<file path="config.mk">
export PLATFORM = sky130hd
export DESIGN_NAME = cpu_affinity_id_table_core
export DESIGN_NICKNAME = d
export VERILOG_FILES = /design/src/design/cait_pkg.sv /design/src/design/cpu_affinity_id_table_core.sv /design/src/design/cait_cell.sv
export SDC_FILE = /design/constraint.sdc
export NUM_CORES = 2
export LEC_CHECK = 0
export BUFFER_PORTS_ARGS = -buffer_cell sky130_fd_sc_hd__buf_2
export CAP_MARGIN = 5
export CORE_MARGIN = 4
export CORE_UTILIZATION = 35
export CTS_BUF_LIST = sky130_fd_sc_hd__clkbuf_4 sky130_fd_sc_hd__clkbuf_8 sky130_fd_sc_hd__clkbuf_16
export CTS_CLUSTER_DIAMETER = 40
export DETAILED_ROUTE_END_ITERATION = 8
export REMOVE_ABC_BUFFERS = 1
export SLEW_MARGIN = 20
export SYNTH_ARGS = -nofsm -noshare
export SYNTH_HDL_FRONTEND = slang
export SYNTH_SLANG_ARGS = --single-unit
</file>
<file path="constraint.sdc">
create_clock -name i_clk -period 8.1 [get_ports i_clk]
set_clock_uncertainty 0.2 [all_clocks]
set_input_delay 0.405 -clock i_clk [delete_from_list [all_inputs] [get_ports i_clk]]
set_output_delay 0.405 -clock i_clk [all_outputs]
set_load 0.01 [all_outputs]
</file>
<file path="src/design/cait_pkg.sv">
// shared types and constants for the cpu affinity id table
package cait_pkg;

    localparam int MAX_ENTRIES = 16;
    localparam int IDX_W       = $clog2(MAX_ENTRIES);
    localparam int CNT_W       = $clog2(MAX_ENTRIES + 1);
    localparam int WORD_W      = 32;
    localparam int ROUTE_W     = 24;
    localparam int MASKED_W    = 40;

    typedef enum logic [1:0] {
        OP_ASSIGN = 2'd0,
        OP_LOOKUP = 2'd1,
        OP_READ   = 2'd2,
        OP_NOP    = 2'd3
    } t_op;

    // search token that walks down the row of cells
    typedef struct packed {
        logic              vld;
        t_op               op;
        logic              full;
        logic [WORD_W-1:0] key;
        logic [IDX_W-1:0]  rd_idx;
        logic              id_hit;
        logic [IDX_W-1:0]  id_num;
        logic              rt_hit;
        logic [WORD_W-1:0] data;
    } t_tok;

    // counts and route write broadcast to every cell
    typedef struct packed {
        logic [CNT_W-1:0]   cpu_total;
        logic [CNT_W-1:0]   route_total;
        logic               rt_we;
        logic [IDX_W-1:0]   rt_widx;
        logic [ROUTE_W-1:0] rt_wdata;
    } t_ctl;

    function automatic logic [WORD_W-1:0] pack_aff(input logic [63:0] id);
        return {id[39:32], id[23:0]};
    endfunction

endpackage

</file>
<file path="src/design/cpu_affinity_id_table_core.sv">
// top level of the cpu affinity id table
//
// Command channel: a transaction is taken at the rising edge where start is
// high and busy is low. i_opcode selects assign, lookup or read; assign and
// lookup use i_affinity_ident, read uses i_cpu_index.
// The command token walks one cell per cycle down a row of MAX_ENTRIES cells,
// each holding one identifier word and one cluster route. The result appears
// on the o_ ports with o_valid high for one cycle, once the token has left the
// last cell and been registered; busy is high from the accepting edge until
// then and low again in the cycle that o_valid is high, so a new transaction
// can be taken in the cycle that the result of the one before it is shown.
// o_cpus_known and o_routes_known always show the current counts and change
// only with a result.
// Reset (synchronous, active low) clears both counts and every stored
// identifier; no result is pending afterwards. The receiver cannot stall:
// each result is taken in the cycle it is shown.
module cpu_affinity_id_table_core import cait_pkg::*; (
    input  logic                i_clk,
    input  logic                i_rst_n,
    input  logic                start,
    output logic                busy,
    input  logic [1:0]          i_opcode,
    input  logic [63:0]         i_affinity_ident,
    input  logic [IDX_W-1:0]    i_cpu_index,
    output logic                o_valid,
    output logic [IDX_W-1:0]    o_cpu_number,
    output logic                o_hit,
    output logic                o_table_full,
    output logic [MASKED_W-1:0] o_masked_ident,
    output logic [CNT_W-1:0]    o_cpus_known,
    output logic [CNT_W-1:0]    o_routes_known
);

    typedef enum logic {
        S_IDLE,
        S_RUN
    } t_state;

    t_state              r_state;
    t_state              n_state;
    logic [CNT_W-1:0]    r_cpu_total;
    logic [CNT_W-1:0]    n_cpu_total;
    logic [CNT_W-1:0]    r_route_total;
    logic [CNT_W-1:0]    n_route_total;
    logic                r_valid;
    logic [IDX_W-1:0]    r_number;
    logic [IDX_W-1:0]    n_number;
    logic                r_hit;
    logic                n_hit;
    logic                r_full;
    logic                n_full;
    logic [MASKED_W-1:0] r_masked;
    logic [MASKED_W-1:0] n_masked;
    logic                w_accept;
    t_ctl                w_ctl;
    t_tok                w_tok [MAX_ENTRIES+1];
    t_tok                w_tail;

    assign w_accept = start && (r_state == S_IDLE);

    always_comb begin
        w_tok[0]        = '0;
        w_tok[0].vld    = w_accept;
        w_tok[0].op     = t_op'(i_opcode);
        w_tok[0].full   = (r_cpu_total == CNT_W'(MAX_ENTRIES));
        w_tok[0].key    = pack_aff(i_affinity_ident);
        w_tok[0].rd_idx = (CNT_W'(i_cpu_index) >= r_cpu_total) ? '0 : i_cpu_index;
    end

    for (genvar g = 0; g < MAX_ENTRIES; g++) begin : g_cell
        cait_cell u_cell (
            .i_clk      (i_clk),
            .i_rst_n    (i_rst_n),
            .i_cell_idx (IDX_W'(g)),
            .i_ctl      (w_ctl),
            .i_tok      (w_tok[g]),
            .o_tok      (w_tok[g+1])
        );
    end

    assign w_tail = w_tok[MAX_ENTRIES];

    always_comb begin
        w_ctl.cpu_total   = r_cpu_total;
        w_ctl.route_total = r_route_total;
        w_ctl.rt_we       = w_tail.vld && (w_tail.op == OP_ASSIGN) && !w_tail.full &&
                            !w_tail.rt_hit && (r_route_total < CNT_W'(MAX_ENTRIES));
        w_ctl.rt_widx     = r_route_total[IDX_W-1:0];
        w_ctl.rt_wdata    = w_tail.key[WORD_W-1:WORD_W-ROUTE_W];
    end

    always_comb begin
        n_state       = r_state;
        n_cpu_total   = r_cpu_total;
        n_route_total = r_route_total;
        n_number      = '0;
        n_hit         = 1'b0;
        n_full        = 1'b0;
        n_masked      = '0;
        unique case (r_state)
            S_IDLE: begin
                if (w_accept) begin
                    n_state = S_RUN;
                end
            end
            S_RUN: begin
                if (w_tail.vld) begin
                    n_state = S_IDLE;
                end
            end
            default: begin
                n_state = S_IDLE;
            end
        endcase
        if (w_tail.vld) begin
            case (w_tail.op)
                OP_ASSIGN: begin
                    if (w_tail.full) begin
                        n_full = 1'b1;
                    end else begin
                        n_number    = r_cpu_total[IDX_W-1:0];
                        n_hit       = 1'b1;
                        n_cpu_total = r_cpu_total + 1'b1;
                        if (w_ctl.rt_we) begin
                            n_route_total = r_route_total + 1'b1;
                        end
                    end
                end
                OP_LOOKUP: begin
                    n_number = w_tail.id_hit ? w_tail.id_num : '0;
                    n_hit    = w_tail.id_hit;
                end
                OP_READ: begin
                    n_masked = {w_tail.data[31:24], 8'h00, w_tail.data[23:0]};
                end
                default: begin
                end
            endcase
        end
    end

    always_ff @(posedge i_clk) begin
        if (!i_rst_n) begin
            r_state       <= S_IDLE;
            r_cpu_total   <= '0;
            r_route_total <= '0;
            r_valid       <= 1'b0;
            r_number      <= '0;
            r_hit         <= 1'b0;
            r_full        <= 1'b0;
            r_masked      <= '0;
        end else begin
            r_state       <= n_state;
            r_cpu_total   <= n_cpu_total;
            r_route_total <= n_route_total;
            r_valid       <= w_tail.vld;
            r_number      <= n_number;
            r_hit         <= n_hit;
            r_full        <= n_full;
            r_masked      <= n_masked;
        end
    end

    assign busy           = (r_state == S_RUN);
    assign o_valid        = r_valid;
    assign o_cpu_number   = r_number;
    assign o_hit          = r_hit;
    assign o_table_full   = r_full;
    assign o_masked_ident = r_masked;
    assign o_cpus_known   = r_cpu_total;
    assign o_routes_known = r_route_total;

endmodule

</file>
<file path="src/design/cait_cell.sv">
// one table cell: holds one identifier word and one route, compares the passing token
module cait_cell import cait_pkg::*; (
    input  logic             i_clk,
    input  logic             i_rst_n,
    input  logic [IDX_W-1:0] i_cell_idx,
    input  t_ctl             i_ctl,
    input  t_tok             i_tok,
    output t_tok             o_tok
);

    logic [WORD_W-1:0]  r_word;
    logic [WORD_W-1:0]  n_word;
    logic [ROUTE_W-1:0] r_route;
    t_tok               r_tok;
    t_tok               n_tok;
    logic [CNT_W-1:0]   w_idx_ext;

    assign w_idx_ext = CNT_W'(i_cell_idx);

    always_comb begin
        n_tok  = i_tok;
        n_word = r_word;
        if (i_tok.vld) begin
            case (i_tok.op)
                OP_ASSIGN: begin
                    if (!i_tok.full && (w_idx_ext == i_ctl.cpu_total)) begin
                        n_word = i_tok.key;
                    end
                    if ((w_idx_ext < i_ctl.route_total) &&
                        (r_route == i_tok.key[WORD_W-1:WORD_W-ROUTE_W])) begin
                        n_tok.rt_hit = 1'b1;
                    end
                end
                OP_LOOKUP: begin
                    if (!i_tok.id_hit && (w_idx_ext < i_ctl.cpu_total) &&
                        (r_word == i_tok.key)) begin
                        n_tok.id_hit = 1'b1;
                        n_tok.id_num = i_cell_idx;
                    end
                end
                OP_READ: begin
                    if (i_tok.rd_idx == i_cell_idx) begin
                        n_tok.data = r_word;
                    end
                end
                default: begin
                end
            endcase
        end
    end

    always_ff @(posedge i_clk) begin
        if (!i_rst_n) begin
            r_word <= '0;
            r_tok  <= '0;
        end else begin
            r_word <= n_word;
            r_tok  <= n_tok;
        end
    end

    // route entries are only read below the route count, so no reset
    always_ff @(posedge i_clk) begin
        if (i_ctl.rt_we && (i_ctl.rt_widx == i_cell_idx)) begin
            r_route <= i_ctl.rt_wdata;
        end
    end

    assign o_tok = r_tok;

endmodule

</file>
# After elaboration in Yosys (flattened, before gate mapping)
# Index checks and enable logic that the tools add are counted.
[classes]
add_sub_neg = 2
magnitude_cmp = 34
eq_ne = 112
mux = 117
bitwise_logic = 2
reduce_logical = 161
[op_table]
columns = ["op", "n"]
rows = [
  ["32-bit 2-to-1 mux", 30],
  ["38-bit 2-to-1 mux", 15],
  ["32-bit == test", 16],
  ["24-bit == test", 16],
  ["5-bit 2-to-1 mux", 31],
  ["1-bit logical AND", 84],
  ["4-bit by 5-bit less-than comparator with 1-bit output, first input constant", 16],
  ["4-bit == test, second input constant", 16],
  ["3-bit AND reduction", 21],
  ["4-bit by 5-bit == test with 1-bit output, first input constant", 8],
  ["3-bit by 5-bit less-than comparator with 1-bit output, first input constant", 8],
  ["1-bit 2-to-1 mux", 35],
  ["2-bit by 1-bit == test with 1-bit output, second input constant", 17],
  ["2-bit == test, second input constant", 17],
  ["2-bit zero test", 17],
  ["1-bit zero test", 33],
  ["4-bit by 3-bit == test with 1-bit output, second input constant", 8],
  ["3-bit by 5-bit == test with 1-bit output, first input constant", 4],
  ["1-bit by 5-bit less-than comparator with 1-bit output, first input constant", 4],
  ["2-bit by 5-bit less-than comparator with 1-bit output, first input constant", 4],
  ["4-bit by 2-bit == test with 1-bit output, second input constant", 4],
  ["4-bit 2-to-1 mux", 3],
  ["5-bit by 1-bit adder with 5-bit output, second input constant", 2],
  ["2-bit by 5-bit == test with 1-bit output, first input constant", 2],
  ["other kinds (12)", 17],
]
[totals]
ff_bits = 2198
input_bits = 73
output_inout_bits = 58

# Depth between registers and ports, before layout
[logic_depth]
ltp_word = 6
mapped_depth = 9

# Modules after synthesis
# A second synthesis with hierarchy kept.
[unflattened]
hier_cells = 8036
hier_area_um2 = 87154.8
[by_module_without_submodules]
columns = ["mod", "n_inst", "cells_per_inst", "area_each_um2", "seq_area_each_um2"]
rows = [
  ["cait_cell at g_cell[13].u_cell ...", 12, 489, 5358.9, 2922.8],
  ["cait_cell at g_cell[0].u_cell ...", 4, 494, 5232.5, 2922.8],
  ["cpu_affinity_id_table_core", 1, 192, 1918.1, 1001.0],
]

# Worst setup path after synthesis
# Ideal clock, no wire load.
[synth_path]
kind = "reg-to-reg"
from = "register g_cell[15].u_cell.r_tok (netlist bit g_cell[15].u_cell.o_tok[75])"
to = "register g_cell[0].u_cell.r_route[0], enable pin"
t_arrival_ps = 3064
t_required_ps = 7465
setup_slack_ps = 4401
stages_incl_launch_ff = 6
path_buffers = 1
path_cell_list = "dfxtp_1 or4b_1 buf_2 nor3_4 nand2_1 nor3_1"
[synth_via]
elab_chain_cells = 6
[synth_rtl]
columns = ["element", "line", "rtl"]
rows = [
  ["from (decl)", "cait_cell.sv:14", "t_tok r_tok;"],
  ["from (signal assigned)", "cait_cell.sv:58", "r_tok <= n_tok;"],
  ["2-bit zero test", "cpu_affinity_id_table_core.sv:86", "w_ctl.rt_we = w_tail.vld && (w_tail.op == OP_ASSIGN) && !w_tail.full &&"],
  ["1-bit logical AND (3 in series)", "cpu_affinity_id_table_core.sv:86", ""],
  ["1-bit logical AND", "cpu_affinity_id_table_core.sv:87", "!w_tail.rt_hit && (r_route_total < CNT_W'(MAX_ENTRIES));"],
  ["1-bit logical AND", "cait_cell.sv:64", "if (i_ctl.rt_we && (i_ctl.rt_widx == i_cell_idx)) begin"],
  ["to (signal assigned)", "cait_cell.sv:65", "r_route <= i_ctl.rt_wdata;"],
  ["to (decl)", "cait_cell.sv:13", "logic [ROUTE_W-1:0] r_route;"],
]
# No other way between the ends.
# A chain may end at the register's enable or synchronous reset.

# Worst setup path after layout
[layout_path]
from = "register g_cell[15].u_cell.r_tok (netlist bit g_cell[15].u_cell.o_tok[75])"
to = "register g_cell[10].u_cell.r_route[18], enable pin"
[layout_via]
elab_chain_cells = 6
[layout_rtl]
columns = ["element", "line"]
rows = [
  ["2-bit zero test", "cpu_affinity_id_table_core.sv:86"],
  ["1-bit logical AND (3 in series)", "cpu_affinity_id_table_core.sv:86"],
  ["1-bit logical AND", "cpu_affinity_id_table_core.sv:87"],
  ["1-bit logical AND", "cait_cell.sv:64"],
  ["to (signal assigned)", "cait_cell.sv:65"],
  ["to (decl)", "cait_cell.sv:13"],
]
# No other way between the ends.

==> flow_summary.json <==
{
  "drive_above_1_share_pct": 8.61,
  "worstMarginPinSlew_ns": 1.11,
  "cellPowerDensity_nw_per_um2": 248,
  "design_area_um2": 90500,
  "fmax_mhz": 293,
  "track_usage_pct": 19.8,
  "area_growth_pct": 15.4,
  "dr.max_layer_used": "met5",
  "rsz0062_at_grt": "false",
  "timing.final.crit_share_pct": 42.1,
  "synth_area_leaders": "dfxtp_1, edfxtp_1, nand2_1",
  "fp-row-count": 173,
  "rr_worst_depth": 4,
  "drt-total-wl_um": 237000,
  "finish.utilization_pct": 40.7,
  "cp_cell_sequence": "or4b_1 -> nor3_4 -> nand2_1 -> nor2_4",
  "yosysTopAreaCell": "dfxtp_1",
  "die_h_um": 481,
  "route.detailed.drc": 0,
  "grt_pass1_wl_um": 345000,
  "min_period_ns": 3.41,
  "nets": 7868,
  "ys.flop_type": "dfxtp_1",
  "synth_warnings": 0,
  "wl_met1_um": 102000,
  "relSlewSlack_pct": 24.1,
  "min_to": "g_cell[0].u_cell.o_tok[51]",
  "synth.top_cell.area_share_pct": 45.5,
  "async_reset_ff_share_pct": 0,
  "yosys-top-cells-count": "dfxtp_1, nand2_1, a21oi_1",
  "p_sw_share_pct": 21.4,
  "grt_pass1_vias": 52200,
  "ant_nets": 0,
  "p_leak_nw": 34.4,
  "worstPathMaxFanout": 24,
  "coreArea_um2": 223000,
  "synth_edf_count": 384,
  "holdPathStages": 3,
  "yosysMostFrequentCell": "dfxtp_1",
  "r2r-start": "g_cell[15].u_cell.o_tok[75]",
  "endpoint_kind": "flip-flop",
  "dp.final_hpwl_um": 161000,
  "h-tree-depth": 4,
  "power_frac_seq_pct": 49.0,
  "synth_cell_types": 66,
  "grt_max_degree": 175,
  "insertion_delay_ns": 0.84,
  "cp.arrival_ns": 3.65,
  "switching_power_mw": 4.79,
  "min-delay-start": "i_affinity_ident[9]",
  "hold_class": "input pin to flip-flop",
  "p_comb_share_pct": 1.5,
  "reg2reg_to": "g_cell[10].u_cell.r_route[18]",
  "cts_tree": "yes",
  "yosysSeqAreaShare_pct": 60.2,
  "firstDrtPassIters": 5,
  "cts_buffers": 231,
  "cts_buffer_depth": 3,
  "setup_viol": 0,
  "path_delay_family": "simple AND/OR/NAND/NOR gates",
  "ios": 131,
  "vias": 54500,
  "die_width_um": 481,
  "initial_core_util_pct": 35.2,
  "viasPerCell": 4.97,
  "first_iter_violations": 5126,
  "r2r_slack_ns": 4.69,
  "status": "completed",
  "maxSlewViolCount": 0,
  "power_frac_clock_pct": 49.5,
  "path_clk_slew_ns": 0.06,
  "antenna_found_initial": 20,
  "slowest_stage": "nor2_4",
  "wl_met3_um": 16200,
  "ys_ff_latch": 2167,
  "cts-root-buf": "clkbuf_16",
  "cap_violations": 0,
  "crit_path_max_incr_delay_ns": 0.81,
  "avgRoutedWirePerCell_um": 21.6,
  "cts_resized": 0,
  "peakVddDrop_v": 0.000185,
  "intPower_mw": 17.7,
  "cp_num_buf_inv": 0,
  "path_class": "flip-flop to flip-flop",
  "cp-start-kind": "flip-flop",
  "hold_violations": 0,
  "netlist_area_um2": 78400,
  "synth.avg_cell_area_um2": 10.1,
  "crit_required_ns": 8.34,
  "placed_area_um2": 81800,
  "syn_inst": 7748,
  "portBuffers": 90,
  "die_area_um2": 232000,
  "grt_overflow": 0,
  "clock-sinks": 2167,
  "gp_congestion": 0.852,
  "met2_length_um": 111000
}
[registers in the layout (all words and copies together) (netlist names)]
signal	count
g_cell.u_cell.r_word	512
o_hit	1
busy	1
g_cell.u_cell.o_tok	1221
o_cpus_known	5
o_routes_known	5
o_valid	1
g_cell.u_cell.r_route	384
o_masked_ident	32
o_table_full	1
o_cpu_number	4
[per-stage QoR]
step	power (mW)	instances	setup TNS [ns]	setup slack (ns)	hold slack (ns)
after floorplan	11.4	7324	-9005.27	-9.95	0.191
after global placement	11.6	10500	0	4.46	0.199
after detailed placement	11.6	10500	0	4.47	0.202
after CTS	22.6	11000	0	4.42	0.116
after global routing	23.1	11000	0	4.64	0.140
final	22.4	11000	0	4.69	0.159
[cell usage in the layout, fill, tap and decap left out, types with 11 or more instances in the layout]
cell type / count
and3_1: 11
nand2_1: 1671
edfxtp_1: 384
nor3b_1: 13
dfxtp_1: 1761
nor2b_1: 21
nor4_1: 157
ha_1: 11
nand4_1: 106
nand3_1: 83
buf_2: 89
bufinv_16: 20
buf_4: 91
clkbuf_4: 46
clkinv_2: 26
inv_1: 36
mux2i_1: 193
nor2_1: 284
o21a_1: 39
clkbuf_8: 29
and2_1: 644
clkbuf_16: 243
inv_6: 22
a21oi_1: 814
clkinv_4: 18
nor3_1: 39
dfxtp_2: 22
xnor2_1: 311
xor2_1: 570
dlygate4sd3_1: 42
[layer usage]
layer | GRT usage, % | up-vias
li1 | - | 25600
met1 | 27.0 | 26600
met2 | 32.2 | 1877
met3 | 3.11 | 395
met4 | 6.52 | 6
met5 | 0 | -
[kinds of logic after synthesis]
group	share of synthesized area (%)
adders and majority gates	0.176
xor gates and xnor gates	9.84
and+or+nand+nor	18.7
DFF	60.2
other	0.00478
AOI/OAI and AO/OA	6.13
muxes	2.46
buffers and inverters	2.49
[timing repair]
item	in CTS	in global routing
setup buffers	0	0
hold buffers	42	0
endpoints found under the hold margin	90	0
[final cells by class]
type                    instances  area (um2)
diodes                          4        10.0
clock buffers                 318        6830
clock inverters               123        1410
fillers                     21400      132000
inverters                      39         154
multi-input cells            5118       29400
flip-flops and latches       2167       47300
well taps                    2975        3720
repair buffers                227        1640
[how the worst max path moves through the flow]
stage,end,cells after the start,slack [ns],from
after floorplan,g_cell[0].u_cell.o_tok[38],2,-9.95,i_rst_n
after global placement,g_cell[10].u_cell.r_route[19],4,4.46,g_cell[15].u_cell.o_tok[75]
after detailed placement,g_cell[13].u_cell.r_route[1],4,4.47,g_cell[15].u_cell.o_tok[75]
after CTS,g_cell[13].u_cell.r_route[16],4,4.42,g_cell[15].u_cell.o_tok[75]
after global routing,g_cell[10].u_cell.r_route[19],4,4.64,g_cell[15].u_cell.o_tok[75]
final,g_cell[10].u_cell.r_route[18],4,4.69,g_cell[15].u_cell.o_tok[75]
[worst min-delay path, delay by kind of cell]
family | cells | cell delay [ns]
buffers and inverters | 2 | 0.65
AND/OR/NAND/NOR | 1 | 0.12
[power groups by stage]
stage	clock network (mW)	logic, mW	registers (mW)
after detailed placement	0	0.314	11.2
after CTS	11.3	0.330	11.0
after global routing	11.7	0.359	11.0
after global placement	0	0.310	11.2
after floorplan	0	0.164	11.2
final	11.1	0.335	11.0
(Power assumes the default switching activity.)
